## src/rtl/quaternion_to_euler_defines.svh

```systemverilog
// Assertion macros for the RTL
`ifndef QUATERNION_TO_EULER_DEFINES_SVH
`define QUATERNION_TO_EULER_DEFINES_SVH

// condition in the same cycle
`define QTE_ASSERT_NOW(label, clk, rst, a, c, msg) \
   label: assert property (@(posedge clk) disable iff (rst) (a) |-> (c)) else $error(msg);

// condition in the next cycle
`define QTE_ASSERT_NEXT(label, clk, rst, a, c, msg) \
   label: assert property (@(posedge clk) disable iff (rst) (a) |=> (c)) else $error(msg);

`endif

```

## src/rtl/qte_pkg.sv

```systemverilog
package qte_pkg;

   localparam int CORDIC_STAGES = 16;
   localparam int ATAN_TABLE_LEN = 24;
   localparam int CORDIC_RUN = (CORDIC_STAGES < ATAN_TABLE_LEN) ? CORDIC_STAGES
                                                                : ATAN_TABLE_LEN;
   localparam int ISQ_N = 30;   // one result bit per cell, radicand up to 2^58
   localparam int CW = 36;      // CORDIC datapath width
   localparam int RW = 60;      // square root root/trial width

   typedef struct packed {
      logic signed [31:0] t0;
      logic signed [31:0] t1;
      logic signed [31:0] t3;
      logic signed [31:0] t4;
      logic signed [30:0] t2;
   } terms_type;

   // atan(2^-i), 2^32 = 2 pi
   function automatic logic [31:0] qte_atan(input logic [4:0] i);
      logic [31:0] a;
      case (i)
         5'd0:  a = 32'h20000000;
         5'd1:  a = 32'h12E4051E;
         5'd2:  a = 32'h09FB385B;
         5'd3:  a = 32'h051111D4;
         5'd4:  a = 32'h028B0D43;
         5'd5:  a = 32'h0145D7E1;
         5'd6:  a = 32'h00A2F61E;
         5'd7:  a = 32'h00517C55;
         5'd8:  a = 32'h0028BE53;
         5'd9:  a = 32'h00145F2F;
         5'd10: a = 32'h000A2F98;
         5'd11: a = 32'h000517CC;
         5'd12: a = 32'h00028BE6;
         5'd13: a = 32'h000145F3;
         5'd14: a = 32'h0000A2FA;
         5'd15: a = 32'h0000517D;
         5'd16: a = 32'h000028BE;
         5'd17: a = 32'h0000145F;
         5'd18: a = 32'h00000A30;
         5'd19: a = 32'h00000518;
         5'd20: a = 32'h0000028C;
         5'd21: a = 32'h00000146;
         5'd22: a = 32'h000000A3;
         5'd23: a = 32'h00000051;
         default: a = 32'h0;
      endcase
      return a;
   endfunction

   function automatic logic signed [31:0] qte_sat32(input logic signed [32:0] v);
      logic signed [31:0] r;
      if (v > 33'sh0_7FFF_FFFF) r = 32'sh7FFF_FFFF;
      else if (v < -33'sh0_8000_0000) r = 32'sh8000_0000;
      else r = v[31:0];
      return r;
   endfunction

endpackage

```

## src/rtl/qte_cordic_cell.sv

```systemverilog
module qte_cordic_cell
   import qte_pkg::*;
(
   input  logic                 clock,
   input  logic                 en,
   input  logic [4:0]           idx,
   input  logic signed [CW-1:0] x_i,
   input  logic signed [CW-1:0] y_i,
   input  logic [31:0]          z_i,
   output logic signed [CW-1:0] x_o,
   output logic signed [CW-1:0] y_o,
   output logic [31:0]          z_o
);

   logic signed [CW-1:0] x_ff, x_in, y_ff, y_in, xs, ys;
   logic [31:0]          z_ff, z_in;

   always_comb begin
      xs = x_i >>> idx;
      ys = y_i >>> idx;
      if (!y_i[CW-1]) begin
         x_in = x_i + ys;
         y_in = y_i - xs;
         z_in = z_i + qte_atan(idx);
      end else begin
         x_in = x_i - ys;
         y_in = y_i + xs;
         z_in = z_i - qte_atan(idx);
      end
   end

   always_ff @(posedge clock) begin
      if (en) begin
         x_ff <= x_in;
         y_ff <= y_in;
         z_ff <= z_in;
      end
   end

   assign x_o = x_ff;
   assign y_o = y_ff;
   assign z_o = z_ff;

endmodule
```

## config.mk

```make
export PLATFORM = sky130hd
export DESIGN_NAME = qte_cordic_cell
export DESIGN_NICKNAME = d
export VERILOG_FILES = /design/src/rtl/quaternion_to_euler_defines.svh /design/src/rtl/qte_pkg.sv /design/src/rtl/qte_cordic_cell.sv
export SDC_FILE = /design/constraint.sdc
export NUM_CORES = 1
export LEC_CHECK = 0
export ABC_AREA = 1
export BUFFER_PORTS_ARGS = -buffer_cell sky130_fd_sc_hd__buf_2
export CORE_MARGIN = 4
export CORE_UTILIZATION = 23
export CTS_CLUSTER_DIAMETER = 30
export CTS_CLUSTER_SIZE = 14
export DETAILED_ROUTE_END_ITERATION = 6
export SYNTH_ARGS = -nofsm -noshare
export SYNTH_HDL_FRONTEND = slang
export SYNTH_SLANG_ARGS = --single-unit
```

## constraint.sdc

```tcl
create_clock -name clock -period 5 [get_ports clock]
set_input_delay 0.75 -clock clock [delete_from_list [all_inputs] [get_ports clock]]
set_output_delay 0.75 -clock clock [all_outputs]
set_load 0.005 [all_outputs]
```

==> impl_metrics.csv, run 1 <==
group,metric,value,unit
outcome,status,"complete, no violations",
synthesis,syn_area_per_cell,6.15,µm²
synthesis,syn_area,0.0162,mm²
final_layout,synthToLayoutAreaGrowth,25.2,%
sta,finalSetupViolCount,0,
critical_path,cp_max_fo,46,
route,finalWirelength,63800,µm
synthesis,yosys_warnings,0,
power_and_ir_drop,leakage,0.0103,µW
die,floorplan.initialDensity,23.2,%
synthesis,async_flop_share,0,%
synthesis,synth-main-ff-cell,"edfxtp_1",
cts,clock-root-buffer,"clkbuf_16",
final_layout,regArea,0.00312,mm²
worst_hold_path,hold_path_class,"in -> reg",
route,ant_nets,0,
cts,cts_setup_buffers,0,
placed_design,portBuffers,214,
sta,finalCriticalPeriod,4680,ps
sta,maxSlewViolCount,0,
synthesis,ys_seq_area_share,19.3,%
cts,ctsHoldBuffers,0,
critical_path,critPathLaunchType,"primary input",
global_route,grt_max_degree,65,
critical_path,cp.required,5160,ps
power_and_ir_drop,ir_drop,0.000197,V
die,core_area,0.0699,mm²
global_route,grt_remaining_overflow,0,
cts,htreeDepth,3,
sta,finalSetupTns,0,ps
die,chipHeight,273,µm
critical_path,endpoint_kind,"flip-flop",
cts,cts_tree,"yes",
synthesis,synthCells,2636,
sta,worstMarginPinSlew,641,ps
route,vias,18600,
worst_hold_path,min-delay-start,"y_i[0]",
power_and_ir_drop,power-per-cell-area,261,mW/mm²
critical_path,critPathTopFamily,"simple AND/OR/NAND/NOR gates",
critical_path,path_class,"in -> reg",
final_layout,layout-drive-gt1-share,18.5,%
sta,hold_ws,691,ps
cts,ctsResizeCount,0,
sta,hold_viol,0,
worst_hold_path,whs_path_depth,2,
placed_design,postPlaceCellArea,0.0199,mm²
critical_path,cp_num_buf_inv,6,
final_layout,fillers,7934,
synthesis,syn-num-nets,2862,
cts,cts_sinks,104,
sta,fin_ws,323,ps
route,drc_errors,0,
sta,relSlewSlack,57.3,%
placed_design,place_hpwl,53800,µm
worst_hold_path,hold_end,"y_o[0]",
die,die_area,0.0748,mm²
synthesis,synth_top_area_share,19.7,%
critical_path,cp_common_cell,"nand3_1",
die,rows,97,
synthesis,synth_cell_types,54,
critical_path,critPathMaxStageDelay,370,ps
global_route,antenna_found_initial,15,
cts,cts_max_path_buffers,2,
critical_path,cp.depth,27,
cts,clk_pin_slew,90,ps
route,vias_per_cell,4.69,
cts,cts_buffers,9,
die,die_w,273,µm
sta,fmax,0.214,GHz
synthesis,synth_edf_count,104,
final_layout,layout.nets,3246,
final_layout,final_area,0.0203,mm²
route,drt_iter0_drc,1527,
critical_path,cpMaxStageDelayCell,"ha_1",
die,pin_count,215,
placed_design,pre_cts_ws,-230,ps
synthesis,yosysTopAreaCell,"nand2_1",
synthesis,yosys_register_bits,104,
route,route.detailed.wl_per_inst,16.1,µm
global_route,grt_pass1_wl,96000,µm
global_route,grt_pass1_vias,17500,
route,firstDrtPassIters,6,
critical_path,critical_path_arrival,4840,ps
run,max_cap_violations,0,
placed_design,gp_congestion,0.946,
final_layout,multi_input_area,0.0116,mm²
global_route,grtUsageTotal,16.4,%
synthesis,synthTopCellsByArea,"nand2_1 (20%), edfxtp_1 (19%), nand3_1 (13%), ha_1 (8.6%), xor2_1 (6.4%)",
sta,period_share,93.5,%
power_and_ir_drop,finalPower,5300,µW
per-layer routing:
metal	GRT usage, %	part of all wire, %	up-vias
li1	-	-	9581
met1	19.0	40	8362
met2	30.0	50	575
met5	0	0.11	-
met3	2.21	5.1	100
met4	7.42	4.4	12
kinds of logic after synthesis:
family,after synthesis,share of synthesized area (%)
XOR/XNOR,159,8.59
buffers and inverters,352,9.44
AO/OA/AOI/OAI,357,12.9
adder cells (fa/ha/maj),115,9.02
flip-flops,104,19.3
AND/OR/NAND/NOR,1549,40.8
metrics by stage:
stage,cells,util [%]
3_3_place_gp,3948,28.5
3_5_place_dp,3948,28.5
5_1_grt,3969,29.0
4_1_cts,3964,28.9
6_report,3971,29.0
2_1_floorplan,2636,-
synthesized netlist by cell type, drive strengths merged (6+ instances only):
library cell  count
xor2            118
nand3           421
o21a             10
nor4              9
nor2            209
a31oi            30
o221ai            6
o21ai           119
nand2           865
ha              112
buf              67
o31ai             6
o211ai           12
a21o             15
xnor2            41
clkbuf           22
nor3             13
edfxtp          104
a21boi            8
nand4            21
inv             261
a21oi           139
flip-flops by register name, indices dropped and copies added (netlist names):
name,cells
x_o,36
y_o,36
z_o,32
cell type report:
class / instances / share of cell area [%]
clock buffers: 9 / 1.11
diodes: 6 / 0.0740
inverters: 263 / 4.90
well taps: 940 / 5.80
repair buffers: 462 / 15.3
clock inverters: 7 / 0.321
flip-flops and latches: 104 / 15.4
multi-input cells: 2180 / 57.1
worst max-delay path by stage:
stage,startpoint,to,slack (ps)
2_1_floorplan,idx[0],z_o[29],490
3_3_place_gp,idx[1],x_o[35],-290
3_5_place_dp,idx[1],x_o[35],-230
4_1_cts,idx[1],x_o[35],180
5_1_grt,idx[0],y_o[35],-30
6_report,idx[1],x_o[35],320
report_power, final:
group / internal [µW] / total, µW / switching (µW)
sequential: 1300 / 1360 / 56.4
combinational: 1350 / 3200 / 1850
clock: 349 / 738 / 389
cell usage in the layout (no fill, tap or decap), types with 7 or more instances in the layout:
| cell | n |
|---|---|
| o21ai_0 | 90 |
| o21ai_1 | 20 |
| nand2_2 | 14 |
| inv_1 | 235 |
| nor2_1 | 190 |
| clkbuf_16 | 10 |
| nand3_1 | 415 |
| a21boi_0 | 7 |
| a21o_1 | 15 |
| edfxtp_1 | 104 |
| buf_2 | 213 |
| o211ai_1 | 12 |
| ha_1 | 112 |
| a21oi_1 | 137 |
| nand2_1 | 850 |
| inv_2 | 24 |
| buf_12 | 10 |
| nand4_1 | 21 |
| a31oi_1 | 28 |
| nor2_2 | 13 |
| buf_4 | 237 |
| xor2_1 | 118 |
| nor4_1 | 8 |
| o21a_1 | 10 |
| xnor2_1 | 41 |
| nor3_1 | 12 |
(Power assumes the default switching activity.)
==> run 2, diff against run 1 <==
--- a/config.mk
+++ b/config.mk
@@ -7,6 +7,7 @@
 export LEC_CHECK = 0
 export ABC_AREA = 1
 export BUFFER_PORTS_ARGS = -buffer_cell sky130_fd_sc_hd__buf_2
+export CORE_ASPECT_RATIO = 1.25
 export CORE_MARGIN = 4
 export CORE_UTILIZATION = 23
 export CTS_CLUSTER_DIAMETER = 30
==> run 2 against run 1 <==
First-iteration DRC count rose by 3.7%. Cell area decreased by 1.3%. Core utilization shrank 0.23 points. Global-route usage grew 1.4 points. Wire length increased by 6.7%. Sequential power barely moved. Setup slack improved by 42 ps. Total power up 2.4%. Via count grew 0.28%. Flip-flop and latch count stayed put. Largest power group unchanged.
==> impl_metrics.csv, run 2 (synthesis results as in run 1) <==
group,metric,value,unit
worst_hold_path,hold_path_class,"in -> reg",
final_layout,final_cell_mix,"nand2_1 (850), nand3_1 (415), inv_1 (235), buf_2 (213), buf_4 (192)",
die,core_area,0.0696,mm²
route,firstDrtPassIters,6,
critical_path,critical_path_arrival,4820,ps
sta,finalCriticalPeriod,4630,ps
sta,relSlewSlack,58.9,%
cts,clk_pin_slew,100,ps
power_and_ir_drop,power-per-cell-area,271,mW/mm²
route,ant_nets,0,
placed_design,place_hpwl,57500,µm
final_layout,synthToLayoutAreaGrowth,23.6,%
critical_path,critPathLaunchType,"primary input",
global_route,grt_pass1_vias,18000,
final_layout,layout-drive-gt1-share,17.4,%
critical_path,cp_common_cell,"nand2_1",
critical_path,endpoint_kind,"flip-flop",
final_layout,final_area,0.0200,mm²
power_and_ir_drop,finalPower,5420,µW
die,chipHeight,305,µm
cts,cts_sinks,104,
route,drt_iter0_drc,1583,
sta,rsz0062_at_grt,"false",
die,floorplan.initialDensity,23.3,%
global_route,antenna_found_initial,9,
sta,finalSetupViolCount,0,
critical_path,critPathTopFamily,"simple AND/OR/NAND/NOR gates",
global_route,grt_pass1_wl,104000,µm
cts,cts_max_path_buffers,2,
route,finalWirelength,68000,µm
placed_design,portBuffers,214,
placed_design,gp_congestion,0.964,
sta,hold_viol,0,
global_route,grt_max_degree,57,
global_route,grt_remaining_overflow,0,
critical_path,critPathMaxStageDelay,370,ps
run,max_cap_violations,0,
sta,worstMarginPinSlew,617,ps
route,route.detailed.wl_per_inst,17.3,µm
critical_path,cp.required,5190,ps
final_layout,final_common_cell,"nand2_1",
die,die_area,0.0748,mm²
cts,clock-root-buffer,"clkbuf_16",
cts,ctsHoldBuffers,0,
cts,cts_buffers,9,
route,drc_errors,0,
die,pin_count,215,
sta,maxSlewViolCount,0,
die,rows,108,
power_and_ir_drop,leakage,0.0101,µW
placed_design,postPlaceCellArea,0.0196,mm²
cts,cts_tree,"yes",
route,vias_per_cell,4.76,
cts,htreeDepth,3,
critical_path,cp_max_fo,26,
global_route,grtUsageTotal,17.8,%
route,vias,18700,
sta,period_share,92.7,%
critical_path,path_class,"in -> reg",
final_layout,layout.nets,3204,
critical_path,cpMaxStageDelayCell,"ha_1",
final_layout,utilization,28.8,%
sta,fmax,0.216,GHz
critical_path,cp_num_buf_inv,7,
die,die_w,245,µm
outcome,status,"complete, no violations",
power_and_ir_drop,ir_drop,0.000200,V
sta,hold_ws,718,ps
[run 2: cell types whose count changed in the layout (fill, tap and decap cells not counted), sizes merged]
cell,change
buf,-41
bufinv,+2
clkinv,-2
diode,-2
clkbuf,-1
clkinvlp,+1
inv,-1
[run 2: where the power goes]
part | internal, µW | leakage, µW | switching [µW] | total [µW]
logic | 1290 | 0.00896 | 1890 | 3180
clock network | 450 | 0.000158 | 422 | 872
registers | 1300 | 0.00102 | 63.4 | 1370
[run 2: worst paths after layout]
check                 end  slack, ps  startpoint  cells after the start
setup / recovery  x_o[35]        370      idx[0]                     31
hold / removal     y_o[0]        720      y_i[0]                      2
[run 2: cell type report]
| cell class | count | area [µm²] |
|---|---|---|
| antenna | 4 | 10.0 |
| clock buffer | 9 | 225 |
| clock inverter | 7 | 114 |
| fill | 7831 | 49600 |
| inverter | 263 | 997 |
| multi-input combinational | 2180 | 11600 |
| sequential | 104 | 3120 |
| tap | 935 | 1170 |
| timing repair buffer | 420 | 2810 |
[run 2: metrics by stage]
step / TNS [ps] / std cells / worst slack (ps)
after floorplan: 0 / 2636 / 491
after global placement: -1420 / 3902 / -593
after detailed placement: -1280 / 3902 / -597
after CTS: 0 / 3918 / 113
after global routing: 0 / 3920 / 6.56
final: 0 / 3922 / 365
[run 2: repair_timing]
action	4_1_cts	5_1_grt
resized for setup	1	6
pin swaps	0	2
setup buffers	0	0
setup endpoints to repair	2	6
cloned	0	0
[run 2: metal layers]
| metal | GRT usage (%) | part of all wire [%] |
|---|---|---|
| met4 | 7.13 | 3.8 |
| met1 | 22.3 | 43 |
| met2 | 30.9 | 49 |
| met5 | 0 | 0.062 |
| met3 | 2.26 | 4.5 |
==> run 3, diff against run 2 <==
--- a/config.mk
+++ b/config.mk
@@ -7,12 +7,16 @@
 export LEC_CHECK = 0
 export ABC_AREA = 1
 export BUFFER_PORTS_ARGS = -buffer_cell sky130_fd_sc_hd__buf_2
+export CELL_PAD_IN_SITES_DETAIL_PLACEMENT = 1
+export CELL_PAD_IN_SITES_GLOBAL_PLACEMENT = 2
 export CORE_ASPECT_RATIO = 1.25
 export CORE_MARGIN = 4
 export CORE_UTILIZATION = 23
 export CTS_CLUSTER_DIAMETER = 30
 export CTS_CLUSTER_SIZE = 14
 export DETAILED_ROUTE_END_ITERATION = 6
+export GPL_ROUTABILITY_DRIVEN = 0
+export PLACE_DENSITY_LB_ADDON = 0.1
 export SYNTH_ARGS = -nofsm -noshare
 export SYNTH_HDL_FRONTEND = slang
 export SYNTH_SLANG_ARGS = --single-unit
==> run 3 against run 2 <==
Setup slack worse by 110 ps. Die area is the same. Hold slack better by 13 ps. Sequential share of layout area down 2.0 points. Core utilization up 4.3 points. Combinational power is 22% higher. Wire length grew 23%. Maximum frequency decreased by 2.3%. Cell area grew 15%.
==> impl_metrics.csv, run 3 (synthesis results as in run 1) <==
group,metric,value,unit
sta,fmax,0.211,GHz
global_route,grt_remaining_overflow,0,
route,route.detailed.wl_per_inst,19.5,µm
sta,finalSetupTns,0,ps
final_layout,final_cell_mix,"nand2_1 (849), buf_4 (560), nand3_1 (412), inv_1 (235), buf_2 (211)",
critical_path,cp-startpoint,"idx[1]",
route,dr_wl_met3,2210,µm
route,drc_errors,0,
cts,clk_pin_slew,120,ps
die,die_area,0.0748,mm²
cts,cts_tree,"yes",
sta,relSlewSlack,54.5,%
route,firstDrtPassIters,4,
sta,worstMarginPinSlew,682,ps
power_and_ir_drop,power-per-cell-area,262,mW/mm²
placed_design,place_hpwl,71800,µm
sta,rsz0062_at_grt,"true",
route,routed-wl-met2,42500,µm
critical_path,endpoint_kind,"flip-flop",
power_and_ir_drop,ir_drop,0.000173,V
route,vias,20300,
sta,hold_viol,0,
final_layout,layout-drive-gt1-share,27.4,%
sta,maxSlewViolCount,0,
critical_path,path_class,"in -> reg",
global_route,grtUsageTotal,21.7,%
power_and_ir_drop,power_frac_clock,13.2,%
worst_hold_path,hold_end,"z_o[1]",
final_layout,regArea,0.00312,mm²
worst_hold_path,min-delay-start,"z_i[1]",
route,wl_met1,35400,µm
power_and_ir_drop,leakage,0.0120,µW
global_route,grt_pass1_wl,127000,µm
cts,clock-root-buffer,"clkbuf_16",
critical_path,cpMaxStageDelayCell,"ha_1",
route,ant_nets,0,
sta,finalCriticalPeriod,4740,ps
critical_path,critPathMaxStageDelay,240,ps
critical_path,cp_max_fo,24,
power_and_ir_drop,p_seq_share,22.6,%
power_and_ir_drop,comb_power_share,64.2,%
critical_path,cp.required,5200,ps
cts,htreeDepth,3,
placed_design,dp_cells,4272,
worst_hold_path,hold_path_class,"in -> reg",
outcome,status,"complete, no violations",
route,vias_per_cell,4.72,
final_layout,layout.nets,3581,
final_layout,diodes,0,
cts,cts_max_path_buffers,2,
die,rows,108,
sta,finalSetupViolCount,0,
global_route,grt_max_degree,105,
die,floorplan.initialDensity,23.3,%
cts,ctsHoldBuffers,0,
power_and_ir_drop,swShare,43.5,%
global_route,grt_pass1_vias,22000,
run,max_cap_violations,0,
final_layout,final_common_cell,"nand2_1",
sta,period_share,94.9,%
power_and_ir_drop,p_int,3410,µW
placed_design,postPlaceCellArea,0.0225,mm²
final_layout,final_area,0.0231,mm²
global_route,antenna_found_initial,2,
final_layout,fillers,9097,
die,chipHeight,305,µm
critical_path,cp_common_cell,"nand3_1",
route,finalWirelength,83600,µm
route,drt_iter0_drc,779,
critical_path,critical_path_arrival,4950,ps
die,core_area,0.0696,mm²
route,topRoutingLayerUsed,"met5",
sta,hold_ws,731,ps
critical_path,critPathLaunchType,"primary input",
placed_design,portBuffers,214,
final_layout,fin_cells,4295,
cts,cts_sinks,104,
die,die_w,245,µm
power_and_ir_drop,p_sw,2630,µW
final_layout,synthToLayoutAreaGrowth,42.3,%
die,pin_count,215,
worst_hold_path,whs_path_depth,2,
cts,cts_buffers,9,
final_layout,utilization,33.1,%
final_layout,multi_input_area,0.0117,mm²
-- run 3: cell types whose count changed in the layout (fill, tap and decap cells not counted), sizes merged --
cell,delta
buf,+373
clkinvlp,-2
diode,-4
clkinv,+4
clkbuf,+4
bufinv,-2
-- run 3: power groups by stage --
stage	sequential, µW	combinational, µW	clock, µW
after global routing	1390	4310	865
after global placement	1390	3810	0
after detailed placement	1390	3860	0
final	1360	3880	798
after CTS	1370	3880	842
after floorplan	1420	1800	0
-- run 3: through the flow --
step                power (µW)  worst slack, ps
CTS                       6100             4.09
global route              6560            -23.1
finish                    6040              256
global placement          5190             -527
detailed placement        5240             -591
floorplan                 3210              491
-- run 3: worst max-delay path by stage --
stage,to,cells past startpoint
6_report,x_o[33],28
3_5_place_dp,y_o[35],31
4_1_cts,x_o[33],28
2_1_floorplan,z_o[29],23
5_1_grt,y_o[35],32
3_3_place_gp,y_o[35],31
-- run 3: cell type report --
cell class,instances,share of cell area [%]
inverters,263,4.34
repair buffers,797,25.0
well taps,935,5.07
clock inverters,7,0.288
clock buffers,9,0.977
flip-flops and latches,104,13.5
multi-input cells,2180,50.8
-- run 3: critical path, delay by kind of cell --
family	cells	cell delay [ps]
and+or+nand+nor	13	1700
AOI/OAI and AO/OA	4	750
xor gates and xnor gates	1	140
adders and majority gates	2	400
buffers and inverters	8	1180
-- run 3: repair_timing --
item                       4_1_cts  5_1_grt
gates resized for setup          2       46
cloned                           0        3
buffers inserted                 0        4
pin swaps                        0       12
setup endpoints to repair        1       32
-- run 3: per-layer routing --
layer | global-route usage, % | vias up
met2 | 39.9 | 325
met1 | 25.6 | 9618
met4 | 8.22 | 2
met3 | 2.78 | 114
met5 | 0 | -
li1 | - | 10200
